==> src/utf8_filename_validator_unit_assert.svh <==
// assertion macros shared by the validator modules
`ifndef UTF8_FILENAME_VALIDATOR_UNIT_ASSERT_SVH
`define UTF8_FILENAME_VALIDATOR_UNIT_ASSERT_SVH

`ifndef SYNTHESIS
`define UFV_ASSERT_IMPLY(lbl, ante, cons) \
   lbl: assert property (@(posedge clock) disable iff (reset) (ante) |-> (cons)) \
      else $error("assertion failed");
`define UFV_ASSERT_NEXT(lbl, ante, cons) \
   lbl: assert property (@(posedge clock) disable iff (reset) (ante) |=> (cons)) \
      else $error("assertion failed");
`else
`define UFV_ASSERT_IMPLY(lbl, ante, cons)
`define UFV_ASSERT_NEXT(lbl, ante, cons)
`endif

`endif

==> src/utf8fv_pkg.sv <==
package utf8fv_pkg;

   localparam logic [7:0]  LimitReset = 8'd255;
   localparam logic [8:0]  CountMax   = 9'd511;
   localparam logic [20:0] CpMax      = 21'h10FFFF;

   typedef enum logic [1:0] {
      DOT_START,
      DOT_ONE,
      DOT_TWO,
      DOT_OTHER
   } dot_type;

   // smallest legal code point for the sequence being decoded
   typedef enum logic [1:0] {
      CLS_NONE,
      CLS_TWO,
      CLS_THREE,
      CLS_FOUR
   } cls_type;

   typedef struct packed {
      logic [8:0]  byte_count;
      logic [1:0]  pend;
      logic [20:0] accum;
      cls_type     min_class;
      logic        seen_bad;
      dot_type     dot;
   } state_type;

   function automatic logic cp_bad(input logic [20:0] cp, input cls_type cls);
      logic [20:0] minimum;
      unique case (cls)
         CLS_NONE:  minimum = 21'h0;
         CLS_TWO:   minimum = 21'h80;
         CLS_THREE: minimum = 21'h800;
         CLS_FOUR:  minimum = 21'h10000;
         default:   minimum = 21'h0;
      endcase
      return (cp < minimum) || (cp > CpMax)
          || (cp >= 21'hD800 && cp <= 21'hDFFF)
          || (cp < 21'h20)
          || (cp >= 21'h7F && cp <= 21'h9F)
          || (cp == 21'h2F) || (cp == 21'h5C) || (cp == 21'h3A);
   endfunction

endpackage

==> src/utf8_filename_validator_unit.sv <==
// a terminating zero byte is held in the input register, then its verdict in the result
//   register, which drives rsp_valid; other bytes give no result
// throughput: one byte per cycle; only a terminator meeting a full, stalled result
//   register holds the input register, and then req_stall rises
// reset: synchronous, clears decode state and result valid, limit back to 255
module utf8_filename_validator_unit (
   input  logic       clock,
   input  logic       reset,
   input  logic       req_valid,
   output logic       req_stall,
   input  logic [7:0] req_name_byte,
   output logic       rsp_valid,
   input  logic       rsp_stall,
   output logic       rsp_name_ok,
   output logic       rsp_over_length,
   input  logic       csr_wr_en,
   input  logic [7:0] csr_wr_data
);
   import utf8fv_pkg::*;

   `include "utf8_filename_validator_unit_assert.svh"

   logic       in_vld_ff, in_vld_in;
   logic [7:0] in_byte_ff, in_byte_in;
   logic [7:0] limit_ff, limit_in;
   state_type  state_ff, state_in, step_state;
   logic       step_ok, step_over;
   logic       is_term, out_free, advance;

   assign is_term   = (in_byte_ff == 8'd0);
   assign advance   = in_vld_ff && (!is_term || out_free);
   assign req_stall = in_vld_ff && !advance;

   always_comb begin
      in_vld_in  = in_vld_ff;
      in_byte_in = in_byte_ff;
      if (!req_stall) begin
         in_vld_in  = req_valid;
         in_byte_in = req_name_byte;
      end
      state_in = advance ? step_state : state_ff;
      limit_in = csr_wr_en ? csr_wr_data : limit_ff;
   end

   always_ff @(posedge clock) begin
      if (reset) begin
         in_vld_ff <= 1'b0;
         state_ff  <= '0;
         limit_ff  <= LimitReset;
      end else begin
         in_vld_ff <= in_vld_in;
         state_ff  <= state_in;
         limit_ff  <= limit_in;
      end
      in_byte_ff <= in_byte_in;
   end

   utf8fv_step u_step (
      .cur_state   (state_ff),
      .name_byte   (in_byte_ff),
      .limit       (limit_ff),
      .nxt_state   (step_state),
      .name_ok     (step_ok),
      .over_length (step_over)
   );

   utf8fv_rsp_buf u_rsp_buf (
      .clock           (clock),
      .reset           (reset),
      .load            (advance && is_term),
      .load_ok         (step_ok),
      .load_over       (step_over),
      .free            (out_free),
      .rsp_valid       (rsp_valid),
      .rsp_stall       (rsp_stall),
      .rsp_name_ok     (rsp_name_ok),
      .rsp_over_length (rsp_over_length)
   );

   `UFV_ASSERT_IMPLY(a_rsp_from_term, $rose(rsp_valid), $past(in_vld_ff && is_term))
   `UFV_ASSERT_IMPLY(a_pend_has_class, state_ff.pend != 2'd0, state_ff.min_class != CLS_NONE)
   `UFV_ASSERT_IMPLY(a_empty_is_clear, state_ff.byte_count == 9'd0,
                     state_ff.pend == 2'd0 && state_ff.dot == DOT_START)
   `UFV_ASSERT_NEXT(a_held_byte_stays, in_vld_ff && !advance, in_vld_ff)

endmodule

==> src/utf8fv_step.sv <==
module utf8fv_step (
   input  utf8fv_pkg::state_type cur_state,
   input  logic [7:0]            name_byte,
   input  logic [7:0]            limit,
   output utf8fv_pkg::state_type nxt_state,
   output logic                  name_ok,
   output logic                  over_length
);
   import utf8fv_pkg::*;

   logic [20:0] acc_shift;

   assign acc_shift = {cur_state.accum[14:0], name_byte[5:0]};

   always_comb begin
      nxt_state   = cur_state;
      over_length = cur_state.byte_count > {1'b0, limit};
      name_ok     = 1'b0;
      if (name_byte == 8'd0) begin
         name_ok = (cur_state.byte_count != 9'd0) && !over_length
                && (cur_state.dot != DOT_ONE) && (cur_state.dot != DOT_TWO)
                && !cur_state.seen_bad && (cur_state.pend == 2'd0);
         nxt_state = '0;
      end else begin
         if (cur_state.byte_count != CountMax) begin
            nxt_state.byte_count = cur_state.byte_count + 9'd1;
         end
         if (cur_state.dot == DOT_START && name_byte == 8'h2E) begin
            nxt_state.dot = DOT_ONE;
         end else if (cur_state.dot == DOT_ONE && name_byte == 8'h2E) begin
            nxt_state.dot = DOT_TWO;
         end else begin
            nxt_state.dot = DOT_OTHER;
         end
         if (cur_state.pend == 2'd0) begin
            if (!name_byte[7]) begin
               nxt_state.accum     = {13'd0, name_byte};
               nxt_state.min_class = CLS_NONE;
               if (cp_bad({13'd0, name_byte}, CLS_NONE)) begin
                  nxt_state.seen_bad = 1'b1;
               end
            end else if (name_byte[7:5] == 3'b110) begin
               nxt_state.accum     = {16'd0, name_byte[4:0]};
               nxt_state.min_class = CLS_TWO;
               nxt_state.pend      = 2'd1;
               // 0xc0 and 0xc1 can only give overlong forms
               if (name_byte[4:1] == 4'd0) begin
                  nxt_state.seen_bad = 1'b1;
               end
            end else if (name_byte[7:4] == 4'b1110) begin
               nxt_state.accum     = {17'd0, name_byte[3:0]};
               nxt_state.min_class = CLS_THREE;
               nxt_state.pend      = 2'd2;
            end else if (name_byte[7:3] == 5'b11110) begin
               nxt_state.accum     = {18'd0, name_byte[2:0]};
               nxt_state.min_class = CLS_FOUR;
               nxt_state.pend      = 2'd3;
            end else begin
               nxt_state.seen_bad = 1'b1;
            end
         end else begin
            if (name_byte[7:6] != 2'b10) begin
               nxt_state.seen_bad = 1'b1;
               nxt_state.pend     = 2'd0;
            end else begin
               nxt_state.accum = acc_shift;
               nxt_state.pend  = cur_state.pend - 2'd1;
               if (cur_state.pend == 2'd1 && cp_bad(acc_shift, cur_state.min_class)) begin
                  nxt_state.seen_bad = 1'b1;
               end
            end
         end
      end
   end

endmodule

==> src/utf8fv_rsp_buf.sv <==
`include "utf8_filename_validator_unit_assert.svh"

module utf8fv_rsp_buf (
   input  logic clock,
   input  logic reset,
   input  logic load,
   input  logic load_ok,
   input  logic load_over,
   output logic free,
   output logic rsp_valid,
   input  logic rsp_stall,
   output logic rsp_name_ok,
   output logic rsp_over_length
);

   logic vld_ff, vld_in;
   logic ok_ff, ok_in;
   logic over_ff, over_in;

   // slot can take a new verdict when empty or being drained this cycle
   assign free = !vld_ff || !rsp_stall;

   always_comb begin
      vld_in  = vld_ff;
      ok_in   = ok_ff;
      over_in = over_ff;
      if (free) begin
         vld_in  = load;
         ok_in   = load_ok;
         over_in = load_over;
      end
   end

   always_ff @(posedge clock) begin
      if (reset) begin
         vld_ff <= 1'b0;
      end else begin
         vld_ff <= vld_in;
      end
      ok_ff   <= ok_in;
      over_ff <= over_in;
   end

   assign rsp_valid       = vld_ff;
   assign rsp_name_ok     = ok_ff;
   assign rsp_over_length = over_ff;

   `UFV_ASSERT_IMPLY(a_over_rejects, vld_ff && over_ff, !ok_ff)
   `UFV_ASSERT_NEXT(a_load_shows, load && free, vld_ff)
   `UFV_ASSERT_NEXT(a_stall_holds, vld_ff && rsp_stall,
                    vld_ff && $stable(ok_ff) && $stable(over_ff))

endmodule

==> config.mk <==
export PLATFORM = sky130hd
export DESIGN_NAME = utf8_filename_validator_unit
export DESIGN_NICKNAME = d
export VERILOG_FILES = /design/src/utf8fv_pkg.sv /design/src/utf8_filename_validator_unit.sv /design/src/utf8fv_step.sv /design/src/utf8fv_rsp_buf.sv
export VERILOG_INCLUDE_DIRS = /design/src /design/src/src
export SDC_FILE = /design/constraint.sdc
export NUM_CORES = 1
export LEC_CHECK = 0
export BUFFER_PORTS_ARGS = -buffer_cell sky130_fd_sc_hd__buf_2
export CAP_MARGIN = 20
export CORE_AREA = 8 8 80 75
export DETAILED_ROUTE_END_ITERATION = 8
export DIE_AREA = 0 0 88 83
export PLACE_DENSITY = 0.82
export SLEW_MARGIN = 20
export SYNTH_ARGS = -nofsm -noshare
export SYNTH_HDL_FRONTEND = slang
export SYNTH_SLANG_ARGS = --single-unit
==> constraint.sdc <==
create_clock -name clock -period 4.55 [get_ports clock]
set_input_delay 1.365 -clock clock [delete_from_list [all_inputs] [get_ports clock]]
set_output_delay 1.365 -clock clock [all_outputs]
set_load 0.01 [all_outputs]
==> impl_metrics.csv <==
group,metric,value,unit
status,status,"complete, no violations",
route,wire_per_inst,15.0,um
critical_path,cp-start-kind,"flip-flop",
die,ioPinCount,25,
clocking,numCtsBuffers,5,
critical_path,regToRegEndpoint,"state_ff[5]",
job,maxCapViolCount,0,
placement,gp_congestion,0.901,
global_routing,antenna_found_initial,0,
sta,slew_violations,0,
sta,tightest_slew,0.578,ns
final_layout,final_util,0.666,
route,dr.pass1.iters,4,
final_layout,nets,368,
power,p_int,0.682,mW
yosys,ys_types,56,
final_layout,diodes,0,
critical_path,slowest_delay,0.66,ns
critical_path,worstReg2RegStart,"in_byte_ff[5]",
power,power.leakage,1.22,nW
sta,tns,0,ns
sta,period_minus_slack,4.00,ns
yosys,synth-edff-count,10,
placement,place_hpwl,4.32,mm
route,via_count,2331,
clocking,post_cts_buffers,0,
route,drt-total-wl,5.96,mm
min_path,whs_path_depth,2,
global_routing,grt_pass1_vias,2143,
placement,numPortBuffers,24,
global_routing,track_usage,0.170,
die,die_h,83,um
sta,slew-limit-headroom,0.614,
clocking,clkSinkCount,51,
route,antenna_left,0,
critical_path,slowest_stage,"or4_4",
route,vias_per_cell,5.86,
sta,rsz0062_at_grt,"no",
critical_path,critPathKind,"reg2out",
critical_path,cp_max_fo,12,
min_path,hold_class,"reg2reg",
die,fp.coreArea,4650,sq um
critical_path,worstPathArrival,2.64,ns
die,dieArea,7300,sq um
yosys,synth_ff_type,"dfxtp_1",
power,p_sw_frac,0.247,
power,ir_worst_vdd,183,uV
yosys,ys_async_sr_fraction,0,
clocking,hold_buffers,0,
power,p_comb_frac,0.115,
yosys,synthCells,314,
min_path,hold_start,"state_ff[27]",
yosys,synth_fp_nets,350,
critical_path,cp.required,3.18,ns
die,initial_utilization,0.614,
clocking,htreeDepth,2,
power,switching_power,0.223,mW
global_routing,grt_pass1_wl,10.1,mm
sta,fin_skew,0.00864,ns
power,clockPowerShare,0.335,
critical_path,crit_path_end_kind,"output pin",
clocking,cts_max_path_buffers,2,
yosys,ys_warn_count,0,
power,powerDensity,292,nW/um^2
critical_path,crit_chain,"or4_4 > nor3_1 > nand3_1 > inv_1 > buf_2",
sta,timing.hold.ws,0.469,ns
final_layout,syn_to_final_growth,8.59,%
global_routing,grt_max_degree,28,
critical_path,r2r.worst_path.cells,6,
yosys,post_synth.cell_area_avg,9.10,sq um
route,remaining_drc_errors,0,
critical_path,r2r_slack,2.12,ns
yosys,ys_seq_area_frac,0.392,
sta,fmax,0.250,GHz
die,fp.dieW,88,um
clocking,clkTransAtPathRegs,0.09,ns
min_path,holdPathEnd,"state_ff[27]",
final_layout,final_layout_size_suffix_gt1_frac,0.156,
clocking,cts_tree,"built",
global_routing,overflow,0,
sta,fin_crit_sh,0.880,
yosys,yosys_register_bits,51,
sta,setup_violations,0,
yosys,syn_area,2860,sq um
clocking,cts_resized,0,
clocking,clock_latency,0.30,ns
power,power_frac_seq,0.550,
die,rows,24,
route,drt_iter0_markers,148,
sta,finalHoldViolations,0,
clocking,root_buffer,"clkbuf_8",
==> layout by cell type, fill, tap and decap left out, drive strengths merged, types with 4 or more instances in the layout <==
cell type   n
mux2i       6
nor4        8
o211ai      8
nand3      22
a21oi      25
xnor2       4
clkbuf      5
and2        4
nand2      26
nand4      14
o21a        4
nand2b     15
o21ai       7
dfxtp      41
edfxtp     10
or3         4
buf        25
ha         15
nor2       26
inv        20
==> per-layer routing <==
metal | routed length (um) | vias up | track usage
met5 | 0 | - | 0
li1 | - | 1175 | -
met4 | 74 | 0 | 0.0578
met3 | 352 | 8 | 0.0364
met2 | 2630 | 71 | 0.254
met1 | 2910 | 1077 | 0.233
==> worst max path at each step <==
stage / from / to / slack (ns) / cells past startpoint
floorplan: rsp_stall / req_stall / 1.21 / 3
global placement: in_byte_ff[5] / req_stall / 0.94 / 5
detailed placement: in_byte_ff[5] / req_stall / 0.87 / 5
CTS: in_byte_ff[5] / req_stall / 0.53 / 5
global route: in_byte_ff[5] / req_stall / 0.29 / 5
finish: in_byte_ff[5] / req_stall / 0.55 / 5
==> worst max-delay path, delay by kind of cell (launching register included) <==
kind / cells / cell delay (ns)
and+or+nand+nor: 3 / 1.47
DFF: 1 / 0.56
buffers and inverters: 2 / 0.31
==> synthesized netlist by cell type (2+ instances only) <==
| cell type | number | area (sq um) |
|---|---|---|
| dfxtp_1 | 41 | 821 |
| nand2_1 | 26 | 97.6 |
| nor2_1 | 26 | 97.6 |
| nand3_1 | 22 | 110 |
| a21oi_1 | 20 | 100 |
| inv_1 | 20 | 75.1 |
| ha_1 | 15 | 188 |
| nand4_1 | 14 | 87.6 |
| nand2b_1 | 11 | 68.8 |
| edfxtp_1 | 10 | 300 |
| clkbuf_1 | 8 | 30.0 |
| o211ai_1 | 8 | 60.1 |
| o21ai_0 | 7 | 35.0 |
| mux2i_1 | 6 | 60.1 |
| nor4_1 | 6 | 37.5 |
| a21oi_2 | 4 | 35.0 |
| nand2b_4 | 4 | 55.1 |
| o21a_1 | 4 | 30.0 |
| xnor2_1 | 4 | 35.0 |
| a31oi_1 | 3 | 18.8 |
| and2_1 | 3 | 18.8 |
| and3_1 | 3 | 18.8 |
| buf_2 | 3 | 15.0 |
| buf_6 | 3 | 33.8 |
| nand3b_1 | 3 | 22.5 |
| nor3_1 | 3 | 15.0 |
| or3_1 | 3 | 18.8 |
| xor2_1 | 3 | 26.3 |
| a211oi_1 | 2 | 15.0 |
| nor2b_1 | 2 | 12.5 |
| nor4_4 | 2 | 42.5 |
==> power by group through the flow <==
stage	clock network, mW	logic [mW]	registers, mW
after floorplan	0	0.0860	0.497
after global placement	0	0.0975	0.507
after detailed placement	0	0.0997	0.508
after CTS	0.313	0.101	0.497
after global routing	0.329	0.114	0.501
final	0.304	0.104	0.498
==> flip-flops by register name, indices dropped and copies added, names as in the netlist <==
| signal | flops |
|---|---|
| u_rsp_buf.rsp_valid | 1 |
| in_byte_ff | 8 |
| u_rsp_buf.rsp_name_ok | 1 |
| state_ff | 31 |
| in_vld_ff | 1 |
| u_rsp_buf.rsp_over_length | 1 |
| limit_ff | 8 |
==> stage by stage <==
step	instance area (sq um)	setup WS [ns]	power [mW]	std cells
final	3100	0.548	0.905	398
after global routing	3100	0.293	0.944	398
after CTS	3090	0.529	0.911	397
after detailed placement	2980	0.872	0.607	389
after global placement	2980	0.936	0.604	389
after floorplan	2860	1.21	0.583	314
==> kinds of logic after synthesis <==
logic type,Yosys count,synth area share
and+or+nand+nor,136,0.273
AOI/OAI and AO/OA,64,0.171
DFF,51,0.392
buffers and inverters,35,0.0552
adders and majority gates,15,0.0657
xor gates and xnor gates,7,0.0215
muxes,6,0.0210
==> layout make-up <==
class	instances	area, sq um
fillers	373	1550
inverters	21	78.8
clock buffers	5	68.8
flip-flops and latches	51	1120
repair buffers	25	135
multi-input cells	228	1580
well taps	65	81.3
clock inverters	3	38.8
No activity file was read; power rests on OpenSTA's default activity.
